[config.mk]
export PLATFORM = sky130hd
export DESIGN_NAME = flywheel_speed_pid_controller
export DESIGN_NICKNAME = d
export VERILOG_FILES = /design/src/hw/rtl/fsp_pkg.sv /design/src/hw/rtl/flywheel_speed_pid_controller.sv /design/src/hw/rtl/fsp_sdiv.sv
export SDC_FILE = /design/constraint.sdc
export NUM_CORES = 2
export LEC_CHECK = 0
export ABC_AREA = 1
export BUFFER_PORTS_ARGS = -buffer_cell sky130_fd_sc_hd__buf_2
export CORE_MARGIN = 2
export CORE_UTILIZATION = 35
export CTS_BUF_LIST = sky130_fd_sc_hd__clkbuf_4 sky130_fd_sc_hd__clkbuf_8
export DETAILED_ROUTE_END_ITERATION = 8
export PLACE_DENSITY = 0.53
export SYNTH_ARGS = -nofsm -noshare
export SYNTH_HDL_FRONTEND = slang
export SYNTH_HIERARCHICAL = 1
export SYNTH_SLANG_ARGS = --single-unit
[constraint.sdc]
create_clock -name clk -period 8.3 [get_ports clk]
set_input_delay 1.245 -clock clk [delete_from_list [all_inputs] [get_ports clk]]
set_output_delay 1.245 -clock clk [all_outputs]
set_load 0.03 [all_outputs]
[src/hw/rtl/fsp_pkg.sv]
// shared constants, codes and fixed-point gains for the flywheel speed controller
// no dependencies; used by fsp_sdiv, flywheel_speed_pid_controller and the testbench
package fsp_pkg;

  // field widths
  localparam int ACT_W      = 3;
  localparam int CAP_W      = 32;
  localparam int TGT_W      = 15;
  localparam int RPM_W      = 16;
  localparam int DUTY_W     = 7;
  localparam int TOL_W      = 12;
  localparam int TMO_W      = 16;
  localparam int SCALE_W    = 32;
  localparam int CFG_IDX_W  = 3;
  localparam int CFG_DATA_W = 32;

  // fixed-point layout
  localparam int GAIN_FRAC_BITS = 32;
  localparam int PERIOD_WIDTH   = 32;
  localparam int INT_FRAC       = 24;
  localparam int INT_W          = 32;
  localparam int ERR_W          = 18;
  localparam int MUL_W          = ERR_W + 1;
  localparam int MCNT_W         = $clog2(MUL_W);
  localparam int SUM_W          = GAIN_FRAC_BITS + 24;
  localparam int DIV_W          = SCALE_W;
  localparam int DCNT_W         = $clog2(DIV_W);

  // gains, rounded to nearest with GAIN_FRAC_BITS fraction bits
  localparam logic [63:0] KP_START_Q = ((64'd5 << GAIN_FRAC_BITS) + 64'd1) / 64'd2;
  localparam logic [63:0] KP_BELOW_Q = ((64'd145 << GAIN_FRAC_BITS) + 64'd50000) / 64'd100000;
  localparam logic [63:0] KP_ABOVE_Q =
    ((64'd1 << GAIN_FRAC_BITS) + 64'd5000000) / 64'd10000000;
  localparam logic [63:0] KD_ABOVE_Q = ((64'd15 << GAIN_FRAC_BITS) + 64'd500000) / 64'd1000000;
  localparam logic [63:0] KI_BELOW_Q = ((64'd95 << GAIN_FRAC_BITS) + 64'd500000) / 64'd1000000;
  localparam logic [63:0] KI_ABOVE_Q = ((64'd55 << GAIN_FRAC_BITS) + 64'd50000) / 64'd100000;

  // limits
  localparam logic [63:0] INT_MAX_Q = 64'd100 << INT_FRAC;
  localparam int DUTY_MAX = 50;
  localparam logic [RPM_W-1:0] RPM_MAX = {RPM_W{1'b1}};

  // input actions
  typedef enum logic [ACT_W-1:0] {
    ACT_EDGE    = 3'd0,
    ACT_TICK    = 3'd1,
    ACT_START   = 3'd2,
    ACT_STOP    = 3'd3,
    ACT_STOPPED = 3'd4
  } action_t;

  // configuration register indexes
  typedef enum logic [CFG_IDX_W-1:0] {
    REG_RPM_SCALE  = 3'd0,
    REG_READY_TOL  = 3'd1,
    REG_READY_TMO  = 3'd2,
    REG_IDLE_SPEED = 3'd3
  } cfg_reg_t;

endpackage

[src/hw/rtl/flywheel_speed_pid_controller.sv]
// flywheel speed controller: period capture, rpm by serial division, ready check, PID
// depends on fsp_pkg and fsp_sdiv
//
//  channel | direction | handshake             | payload
//  in_     | in        | in_valid / in_ready   | action, capture_time, target_rpm
//  out_    | out       | out_valid / out_ready | duty_valid, duty, ready_res,
//          |           |                       | ready_by_timeout, speed_rpm
//  cfg_    | in        | cfg_valid / cfg_ready | cfg_index, cfg_data
//
// edge, start, stop and stopped items are taken and then handed off; a control tick is
// taken, runs the bit-serial divider, is evaluated, then runs each product on the shared
// bit-serial multiplier (two products below the target, four at or above it), with the
// integral update after the first, then sums and hands off the result.
// one item is in work at a time; the next is accepted while a result waits at out_.
// reset is synchronous, active low; it loads the register defaults and clears the controller state.
// a stalled output holds the next finished result in the result stage until taken.
module flywheel_speed_pid_controller (
  input  logic                                clk,
  input  logic                                rst_n,
  input  logic                                in_valid,
  output logic                                in_ready,
  input  logic [fsp_pkg::ACT_W-1:0]           in_action,
  input  logic [fsp_pkg::CAP_W-1:0]           in_capture_time,
  input  logic [fsp_pkg::TGT_W-1:0]           in_target_rpm,
  output logic                                out_valid,
  input  logic                                out_ready,
  output logic                                out_duty_valid,
  output logic signed [fsp_pkg::DUTY_W-1:0]   out_duty,
  output logic                                out_ready_res,
  output logic                                out_ready_by_timeout,
  output logic [fsp_pkg::RPM_W-1:0]           out_speed_rpm,
  input  logic                                cfg_valid,
  output logic                                cfg_ready,
  input  logic [fsp_pkg::CFG_IDX_W-1:0]       cfg_index,
  input  logic [fsp_pkg::CFG_DATA_W-1:0]      cfg_data
);
  import fsp_pkg::*;

  typedef enum logic [9:0] {
    S_IDLE   = 10'b0000000001,
    S_DIV    = 10'b0000000010,
    S_EVAL   = 10'b0000000100,
    S_MUL_I  = 10'b0000001000,
    S_INT    = 10'b0000010000,
    S_MUL_P  = 10'b0000100000,
    S_MUL_P2 = 10'b0001000000,
    S_MUL_D  = 10'b0010000000,
    S_SUM    = 10'b0100000000,
    S_OUT    = 10'b1000000000
  } state_t;

  localparam logic signed [SUM_W-1:0] INT_ADJ  = SUM_W'((64'd1 << (GAIN_FRAC_BITS - INT_FRAC)) - 64'd1);
  localparam logic signed [SUM_W-1:0] DUTY_ADJ = SUM_W'((64'd1 << GAIN_FRAC_BITS) - 64'd1);
  localparam logic signed [SUM_W-1:0] INT_MAX  = SUM_W'(INT_MAX_Q);
  localparam logic signed [SUM_W-1:0] DMAX     = SUM_W'(DUTY_MAX);
  localparam logic signed [SUM_W-1:0] ZERO_S   = '0;

  state_t state_r, state_nxt;

  // configuration registers
  logic [SCALE_W-1:0] scale_r, scale_nxt;
  logic [TOL_W-1:0]   tol_r, tol_nxt;
  logic [TMO_W-1:0]   tmo_r, tmo_nxt;
  logic [TGT_W-1:0]   idle_r, idle_nxt;

  // controller state
  logic [PERIOD_WIDTH-1:0] period_r, period_nxt;
  logic [PERIOD_WIDTH-1:0] last_r, last_nxt;
  logic [TGT_W-1:0]        target_r, target_nxt;
  logic                    armed_r, armed_nxt;
  logic [TMO_W-1:0]        ticks_r, ticks_nxt;
  logic signed [INT_W-1:0] integ_r, integ_nxt;
  logic signed [ERR_W-1:0] prev_err_r, prev_err_nxt;

  // per-tick work registers
  logic [RPM_W-1:0]        rpm_r, rpm_nxt;
  logic signed [ERR_W-1:0] err_r, err_nxt;
  logic                    above_r, above_nxt;
  logic                    p_two_r, p_two_nxt;
  logic signed [SUM_W-1:0] acc_r, acc_nxt;
  logic signed [SUM_W-1:0] mcand_r, mcand_nxt;
  logic [MUL_W-1:0]        mplier_r, mplier_nxt;
  logic [MCNT_W-1:0]       mcnt_r, mcnt_nxt;

  // result stage and output register
  logic                     res_dv_r, res_dv_nxt;
  logic signed [DUTY_W-1:0] res_duty_r, res_duty_nxt;
  logic                     res_rdy_r, res_rdy_nxt;
  logic                     res_tmo_r, res_tmo_nxt;
  logic [RPM_W-1:0]         res_spd_r, res_spd_nxt;
  logic                     out_valid_r, out_valid_nxt;
  logic                     out_dv_r, out_dv_nxt;
  logic signed [DUTY_W-1:0] out_duty_r, out_duty_nxt;
  logic                     out_rdy_r, out_rdy_nxt;
  logic                     out_tmo_r, out_tmo_nxt;
  logic [RPM_W-1:0]         out_spd_r, out_spd_nxt;

  // intermediate values
  logic                     div_start;
  logic                     div_done;
  logic [DIV_W-1:0]         div_q;
  logic                     mul_last;
  logic signed [SUM_W-1:0]  addend;
  logic signed [SUM_W-1:0]  acc_step;
  logic signed [ERR_W-1:0]  err_w;
  logic signed [ERR_W-1:0]  diff_w;
  logic signed [ERR_W-1:0]  tol_s;
  logic [TMO_W-1:0]         tinc;
  logic signed [ERR_W+2:0]  five_e;
  logic signed [SUM_W-1:0]  inc_w;
  logic signed [SUM_W-1:0]  isum;
  logic signed [SUM_W-1:0]  sum_w;
  logic signed [SUM_W-1:0]  qd_w;

  fsp_sdiv u_div (
    .clk      (clk),
    .rst_n    (rst_n),
    .start    (div_start),
    .dividend (scale_r),
    .divisor  (DIV_W'(period_r)),
    .done     (div_done),
    .quotient (div_q)
  );

  // shared bit-serial multiplier step: multiplier lsb first, sign bit weighs negative
  assign mul_last = (mcnt_r == MCNT_W'(MUL_W - 1));
  assign addend   = mplier_r[0] ? (mul_last ? -mcand_r : mcand_r) : '0;
  assign acc_step = acc_r + addend;

  always_comb begin
    state_nxt    = state_r;
    scale_nxt    = scale_r;
    tol_nxt      = tol_r;
    tmo_nxt      = tmo_r;
    idle_nxt     = idle_r;
    period_nxt   = period_r;
    last_nxt     = last_r;
    target_nxt   = target_r;
    armed_nxt    = armed_r;
    ticks_nxt    = ticks_r;
    integ_nxt    = integ_r;
    prev_err_nxt = prev_err_r;
    rpm_nxt      = rpm_r;
    err_nxt      = err_r;
    above_nxt    = above_r;
    p_two_nxt    = p_two_r;
    acc_nxt      = acc_r;
    mcand_nxt    = mcand_r;
    mplier_nxt   = mplier_r;
    mcnt_nxt     = mcnt_r;
    res_dv_nxt   = res_dv_r;
    res_duty_nxt = res_duty_r;
    res_rdy_nxt  = res_rdy_r;
    res_tmo_nxt  = res_tmo_r;
    res_spd_nxt  = res_spd_r;
    out_valid_nxt = out_valid_r & ~out_ready;
    out_dv_nxt   = out_dv_r;
    out_duty_nxt = out_duty_r;
    out_rdy_nxt  = out_rdy_r;
    out_tmo_nxt  = out_tmo_r;
    out_spd_nxt  = out_spd_r;
    div_start    = 1'b0;
    err_w  = $signed(ERR_W'(target_r)) - $signed(ERR_W'(rpm_r));
    diff_w = -err_w;
    tol_s  = $signed(ERR_W'(tol_r));
    tinc   = (ticks_r == {TMO_W{1'b1}}) ? ticks_r : ticks_r + 1'b1;
    five_e = ((ERR_W+3)'(err_r) <<< 2) + (ERR_W+3)'(err_r);
    inc_w  = (acc_r + ((acc_r < 0) ? INT_ADJ : ZERO_S)) >>> (GAIN_FRAC_BITS - INT_FRAC);
    isum   = SUM_W'(integ_r) + inc_w;
    sum_w  = acc_r + (SUM_W'(integ_r) <<< (GAIN_FRAC_BITS - INT_FRAC));
    qd_w   = (sum_w + ((sum_w < 0) ? DUTY_ADJ : ZERO_S)) >>> GAIN_FRAC_BITS;

    // configuration writes
    if (cfg_valid) begin
      case (cfg_reg_t'(cfg_index))
        REG_RPM_SCALE:  scale_nxt = cfg_data[SCALE_W-1:0];
        REG_READY_TOL:  tol_nxt   = cfg_data[TOL_W-1:0];
        REG_READY_TMO:  tmo_nxt   = cfg_data[TMO_W-1:0];
        REG_IDLE_SPEED: idle_nxt  = cfg_data[TGT_W-1:0];
        default: ;
      endcase
    end

    case (state_r)
      // take an item; all but a tick finish here
      S_IDLE: begin
        if (in_valid) begin
          res_dv_nxt   = 1'b0;
          res_duty_nxt = '0;
          res_rdy_nxt  = 1'b0;
          res_tmo_nxt  = 1'b0;
          res_spd_nxt  = '0;
          state_nxt    = S_OUT;
          case (action_t'(in_action))
            ACT_EDGE: begin
              period_nxt = in_capture_time[PERIOD_WIDTH-1:0] - last_r;
              last_nxt   = in_capture_time[PERIOD_WIDTH-1:0];
            end
            ACT_TICK: begin
              div_start = 1'b1;
              state_nxt = S_DIV;
            end
            ACT_START: begin
              armed_nxt  = 1'b1;
              target_nxt = in_target_rpm;
            end
            ACT_STOP: begin
              armed_nxt  = 1'b0;
              target_nxt = idle_r;
            end
            ACT_STOPPED: period_nxt = '0;
            default: ;
          endcase
        end
      end
      // wait for rpm_scale / period
      S_DIV: begin
        if (div_done) begin
          if (period_r == '0) begin
            rpm_nxt = '0;
          end else if (div_q > DIV_W'(RPM_MAX)) begin
            rpm_nxt = RPM_MAX;
          end else begin
            rpm_nxt = div_q[RPM_W-1:0];
          end
          state_nxt = S_EVAL;
        end
      end
      // error, ready check, start the integral product
      S_EVAL: begin
        err_nxt     = err_w;
        above_nxt   = (err_w <= 0);
        res_spd_nxt = rpm_r;
        if (armed_r) begin
          if (diff_w <= tol_s && diff_w >= -tol_s) begin
            res_rdy_nxt = 1'b1;
            armed_nxt   = 1'b0;
            ticks_nxt   = '0;
          end else if (tinc > tmo_r) begin
            res_rdy_nxt = 1'b1;
            res_tmo_nxt = 1'b1;
            armed_nxt   = 1'b0;
            ticks_nxt   = '0;
          end else begin
            ticks_nxt = tinc;
          end
        end
        acc_nxt    = '0;
        mcand_nxt  = (err_w <= 0) ? SUM_W'(KI_ABOVE_Q) : SUM_W'(KI_BELOW_Q);
        mplier_nxt = MUL_W'(err_w);
        mcnt_nxt   = '0;
        state_nxt  = S_MUL_I;
      end
      // integral update, then start the proportional product
      S_INT: begin
        if (isum > INT_MAX) begin
          integ_nxt = INT_W'(INT_MAX);
        end else if (isum < -INT_MAX) begin
          integ_nxt = INT_W'(-INT_MAX);
        end else begin
          integ_nxt = INT_W'(isum);
        end
        acc_nxt    = '0;
        mplier_nxt = MUL_W'(err_r);
        mcnt_nxt   = '0;
        p_two_nxt  = 1'b0;
        if (five_e > $signed((ERR_W+3)'(target_r))) begin
          mcand_nxt = SUM_W'(KP_START_Q);
        end else if (above_r) begin
          mcand_nxt = SUM_W'(KP_ABOVE_Q);
          p_two_nxt = 1'b1;
        end else begin
          mcand_nxt = SUM_W'(KP_BELOW_Q);
        end
        state_nxt = S_MUL_P;
      end
      // serial products
      S_MUL_I, S_MUL_P, S_MUL_P2, S_MUL_D: begin
        acc_nxt    = acc_step;
        mcand_nxt  = mcand_r <<< 1;
        mplier_nxt = mplier_r >> 1;
        mcnt_nxt   = mcnt_r + 1'b1;
        if (mul_last) begin
          mcnt_nxt = '0;
          if (state_r == S_MUL_I) begin
            state_nxt = S_INT;
          end else if (state_r == S_MUL_P && p_two_r) begin
            // second factor of the squared-error term
            acc_nxt    = '0;
            mcand_nxt  = acc_step;
            mplier_nxt = -MUL_W'(err_r);
            state_nxt  = S_MUL_P2;
          end else if (state_r != S_MUL_D && above_r) begin
            // derivative product accumulates on top of the p term
            mcand_nxt  = SUM_W'(KD_ABOVE_Q);
            mplier_nxt = MUL_W'(err_r) - MUL_W'(prev_err_r);
            state_nxt  = S_MUL_D;
          end else begin
            state_nxt = S_SUM;
          end
        end
      end
      // add the integral, truncate and clamp the duty
      S_SUM: begin
        prev_err_nxt = err_r;
        res_dv_nxt   = (target_r != '0);
        if (target_r == '0) begin
          res_duty_nxt = '0;
        end else if (qd_w > DMAX) begin
          res_duty_nxt = DUTY_W'(DMAX);
        end else if (qd_w < -DMAX) begin
          res_duty_nxt = DUTY_W'(-DMAX);
        end else begin
          res_duty_nxt = DUTY_W'(qd_w);
        end
        state_nxt = S_OUT;
      end
      // move the result into the output register when it is free
      S_OUT: begin
        if (!out_valid_r || out_ready) begin
          out_valid_nxt = 1'b1;
          out_dv_nxt    = res_dv_r;
          out_duty_nxt  = res_duty_r;
          out_rdy_nxt   = res_rdy_r;
          out_tmo_nxt   = res_tmo_r;
          out_spd_nxt   = res_spd_r;
          state_nxt     = S_IDLE;
        end
      end
      default: state_nxt = S_IDLE;
    endcase
  end

  always_ff @(posedge clk) begin
    if (!rst_n) begin
      state_r     <= S_IDLE;
      scale_r     <= SCALE_W'(240000000);
      tol_r       <= TOL_W'(200);
      tmo_r       <= TMO_W'(100);
      idle_r      <= '0;
      period_r    <= '0;
      last_r      <= '0;
      target_r    <= '0;
      armed_r     <= 1'b0;
      ticks_r     <= '0;
      integ_r     <= '0;
      prev_err_r  <= '0;
      out_valid_r <= 1'b0;
    end else begin
      state_r     <= state_nxt;
      scale_r     <= scale_nxt;
      tol_r       <= tol_nxt;
      tmo_r       <= tmo_nxt;
      idle_r      <= idle_nxt;
      period_r    <= period_nxt;
      last_r      <= last_nxt;
      target_r    <= target_nxt;
      armed_r     <= armed_nxt;
      ticks_r     <= ticks_nxt;
      integ_r     <= integ_nxt;
      prev_err_r  <= prev_err_nxt;
      out_valid_r <= out_valid_nxt;
    end
    rpm_r      <= rpm_nxt;
    err_r      <= err_nxt;
    above_r    <= above_nxt;
    p_two_r    <= p_two_nxt;
    acc_r      <= acc_nxt;
    mcand_r    <= mcand_nxt;
    mplier_r   <= mplier_nxt;
    mcnt_r     <= mcnt_nxt;
    res_dv_r   <= res_dv_nxt;
    res_duty_r <= res_duty_nxt;
    res_rdy_r  <= res_rdy_nxt;
    res_tmo_r  <= res_tmo_nxt;
    res_spd_r  <= res_spd_nxt;
    out_dv_r   <= out_dv_nxt;
    out_duty_r <= out_duty_nxt;
    out_rdy_r  <= out_rdy_nxt;
    out_tmo_r  <= out_tmo_nxt;
    out_spd_r  <= out_spd_nxt;
  end

  assign in_ready             = (state_r == S_IDLE);
  assign cfg_ready            = 1'b1;
  assign out_valid            = out_valid_r;
  assign out_duty_valid       = out_dv_r;
  assign out_duty             = out_duty_r;
  assign out_ready_res        = out_rdy_r;
  assign out_ready_by_timeout = out_tmo_r;
  assign out_speed_rpm        = out_spd_r;

`ifndef SYNTH
  // duty stays within the clamp
  a_duty_range: assert property (@(posedge clk) disable iff (!rst_n)
    (out_valid && out_duty_valid) |-> (out_duty <= 7'sd50 && out_duty >= -7'sd50))
    else $error("duty out of range");

  // a timeout completion is always a ready pulse
  a_tmo_ready: assert property (@(posedge clk) disable iff (!rst_n)
    (out_valid && out_ready_by_timeout) |-> out_ready_res)
    else $error("timeout without ready");

  // an accepted item makes the block busy on the next cycle
  a_busy_after_accept: assert property (@(posedge clk) disable iff (!rst_n)
    (in_valid && in_ready) |=> !in_ready)
    else $error("accepted item did not occupy the block");

  // integral never leaves its clamp
  a_integ_clamp: assert property (@(posedge clk) disable iff (!rst_n)
    (integ_r <= INT_W'(INT_MAX) && integ_r >= INT_W'(-INT_MAX)))
    else $error("integral out of range");
`endif

endmodule

[src/hw/rtl/fsp_sdiv.sv]
// bit-serial restoring divider, one quotient bit per cycle
// depends on fsp_pkg
module fsp_sdiv (
  input  logic                      clk,
  input  logic                      rst_n,
  input  logic                      start,
  input  logic [fsp_pkg::DIV_W-1:0] dividend,
  input  logic [fsp_pkg::DIV_W-1:0] divisor,
  output logic                      done,
  output logic [fsp_pkg::DIV_W-1:0] quotient
);
  import fsp_pkg::*;

  logic              busy_r, busy_nxt;
  logic              done_r, done_nxt;
  logic [DCNT_W-1:0] cnt_r, cnt_nxt;
  logic [DIV_W:0]    rem_r, rem_nxt;
  logic [DIV_W-1:0]  quo_r, quo_nxt;
  logic [DIV_W:0]    shifted;
  logic [DIV_W:0]    trial;

  // one restoring step per cycle
  always_comb begin
    busy_nxt = busy_r;
    done_nxt = 1'b0;
    cnt_nxt  = cnt_r;
    rem_nxt  = rem_r;
    quo_nxt  = quo_r;
    shifted  = {rem_r[DIV_W-1:0], quo_r[DIV_W-1]};
    trial    = shifted - {1'b0, divisor};
    if (start) begin
      busy_nxt = 1'b1;
      cnt_nxt  = '0;
      rem_nxt  = '0;
      quo_nxt  = dividend;
    end else if (busy_r) begin
      rem_nxt = trial[DIV_W] ? shifted : trial;
      quo_nxt = {quo_r[DIV_W-2:0], ~trial[DIV_W]};
      cnt_nxt = cnt_r + 1'b1;
      if (cnt_r == DCNT_W'(DIV_W - 1)) begin
        busy_nxt = 1'b0;
        done_nxt = 1'b1;
      end
    end
  end

  always_ff @(posedge clk) begin
    if (!rst_n) begin
      busy_r <= 1'b0;
      done_r <= 1'b0;
      cnt_r  <= '0;
    end else begin
      busy_r <= busy_nxt;
      done_r <= done_nxt;
      cnt_r  <= cnt_nxt;
    end
    rem_r <= rem_nxt;
    quo_r <= quo_nxt;
  end

  assign done     = done_r;
  assign quotient = quo_r;

endmodule

==> run summary <==
Status: finished, final reports clean
Synth-to-layout area growth: 10.2%
Largest net degree at the start of global routing: 71
Leak Pwr: 23.5 nW
Routability congestion estimate: 0.964
Final setup violation count: 0
Synthesized area per cell: 6.58 um2
Min Tclk post-route: 7280 ps
Final global-route overflow total: 0
Placed insts: 8748
I/O Pins: 119
Final Hold Viols: 0
H-tree depth: 3
DP Wirelength: 126 mm
Final Net Count: 7550
Clock Latency Late Sink: 790 ps
Clock input transition at the sequential cells of the worst setup and hold paths: 60 ps
Gates resized, CTS repair: 0
WP data required: 8930 ps
Maximum clock path buffer count: 3
Post-Route WL: 158 mm
Most numerous cell in the Yosys netlist: nand2_1
Syn Inst Count: 6988
Row Count: 133
Die Width: 367 um
Port bufs: 117
Max-slew violation count: 0
Setup Fix Bufs, Post-CTS: 0
Fin crit share: 87.7%
RSZ-0062 raised after global routing: no
Final instance area: 50700 um2
Critical path class: flip-flop to flip-flop
Count of different cell masters after synthesis: 74
Non-filler instance count after layout: 8939
Area share of the largest cell type after synthesis: 16.6%
Total power: 10.7 mW
Via/cell ratio: 5.12
F_max: 137 MHz
Setup TNS Final: 0 ps
Critical Path Max Stage Delay: 610 ps
Detailed-route DRC error count: 0
Most area-consuming cells after synthesis: edfxtp_1 (17%), nand2_1 (14%), dfxtp_1 (12%)
Worst min-delay path class: flip-flop to flip-flop
Reg2reg setup slack: 1020 ps
CP max stage cell: edfxtp_1
Die height: 367 um
Syn Nets: 7444
Top FF cell, synth: dfxtp_1
Post-Place Cell Area: 48500 um2
Async set-reset flop share out of synthesis: 0%
CP Launch Type: flip-flop
Routed via count: 45810
Crit Path Max Fanout: 26
Root buffer cell: clkbuf_8
Netlist Area Pre-Place: 46000 um2
#FFs+latches synth: 525
Leading area contributor after synthesis: edfxtp_1
Full die area: 134000 um2
WL/cell: 17.7 um
Slew @ Worst Pin: 1110 ps
Initial antenna violation count: 3
Crit path DAT: 7910 ps
Number of synthesized flops with an enable pin: 255
PwrDens: 211 nW/um2
TritonCTS clock tree: built
Final design utilization: 38.7%
Worst rel slew slack: 25.9%
Starting density of the core: 35.1%
DRT antenna net count: 0
Yosys warnings: 6
IR drop worst, VDD: 0.131 mV
CTS sink count: 525
Max-cap check violation count: 0
Top cells by instance count after synthesis: nand2_1 (1677), inv_1 (1063), nor2_1 (789)
Overall Global Routing Usage: 23.0%
Initial DRC count: 3329
CP endpoint kind: flip-flop
DRT Pass-1 Iters: 5
First-pass GRT wire length: 246 mm
Core box area: 131000 um2
Post-synthesis sequential area ratio: 28.4%
Most used cell, CP: nor2_1
Hold Buf Count CTS: 0
Clock skew: 77.1 ps
Share of layout cells above drive strength 1: 6.99%
Vias in the first global route: 44123
TritonCTS buffer count: 99
## registers in the layout, summed over array words and instances (netlist names), 19 cells and up
| register | cells |
|---|---|
| integ_r | 32 |
| scale_r | 32 |
| acc_r | 56 |
| last_r | 32 |
| mplier_r | 19 |
| u_div/rem_r | 32 |
| period_r | 32 |
| u_div/quotient | 32 |
| mcand_r | 56 |
## placed cells by master, fill, tap and decap left out, types with 150 or more instances in the layout
cell type | synthesis | layout
ha_1 | 358 | 358
edfxtp_1 | 255 | 255
nor2_1 | 789 | 782
nand3_1 | 337 | 337
nand2_1 | 1677 | 1675
a21oi_1 | 644 | 644
xor2_1 | 150 | 150
inv_1 | 1063 | 1062
dfxtp_1 | 270 | 270
o21ai_0 | 390 | 390
## final timing paths
kind                      start          end  cells after the start
hold / removal    res_duty_r[6]  out_duty[6]                      0
setup / recovery      acc_r[55]  integ_r[14]                     41
hold reg to reg   res_duty_r[6]  out_duty[6]                      0
setup reg to reg      acc_r[55]  integ_r[14]                     41
## layout make-up
type,count,area [um2]
antenna,3,7.51
tap,1755,2200
inverter,1093,4100
clock buffer,126,1630
clock inverter,62,543
fill,14245,80300
multi-input combinational,5222,28300
timing repair buffer,153,858
sequential,525,13100
## metrics by stage
stage | hold WS, ps | setup WS (ps)
after detailed placement | 405 | 1190
after floorplan | 400 | 2520
after global placement | 410 | 1230
after global routing | 427 | 139
after CTS | 426 | 1060
final | 422 | 1020
## report_power, final
group,leakage [nW],switching (mW),total (mW),internal [mW]
clock network,1.12,1.26,2.82,1.56
registers,4.51,0.213,3.28,3.07
logic,17.9,3.17,4.62,1.44
total,23.5,4.65,10.7,6.07
## worst max-delay path, delay by kind of cell (launching register included)
kind                     cells  cell delay, ps
AO/OA/AOI/OAI                4             450
XOR/XNOR                     1             150
adder cells (fa/ha/maj)      2             790
buffers and inverters        5             570
flip-flops                   1             610
AND/OR/NAND/NOR             29            4520
## logic make-up after synthesis
family	Yosys count	share of synthesized area, %
compound gates	1351	16.4
simple gates	3278	30.5
buf+inv	1241	10.3
fa+ha+maj	366	10.1
flops	525	28.4
other cells	1	0.00815
xor+xnor	226	4.34
## metal layers
layer	track usage [%]	share of wire, %
met3	2.69	5.1
met5	0	0
met1	29.9	45
met4	9.55	4.1
met2	38.5	46
(Power assumes the default switching activity.)
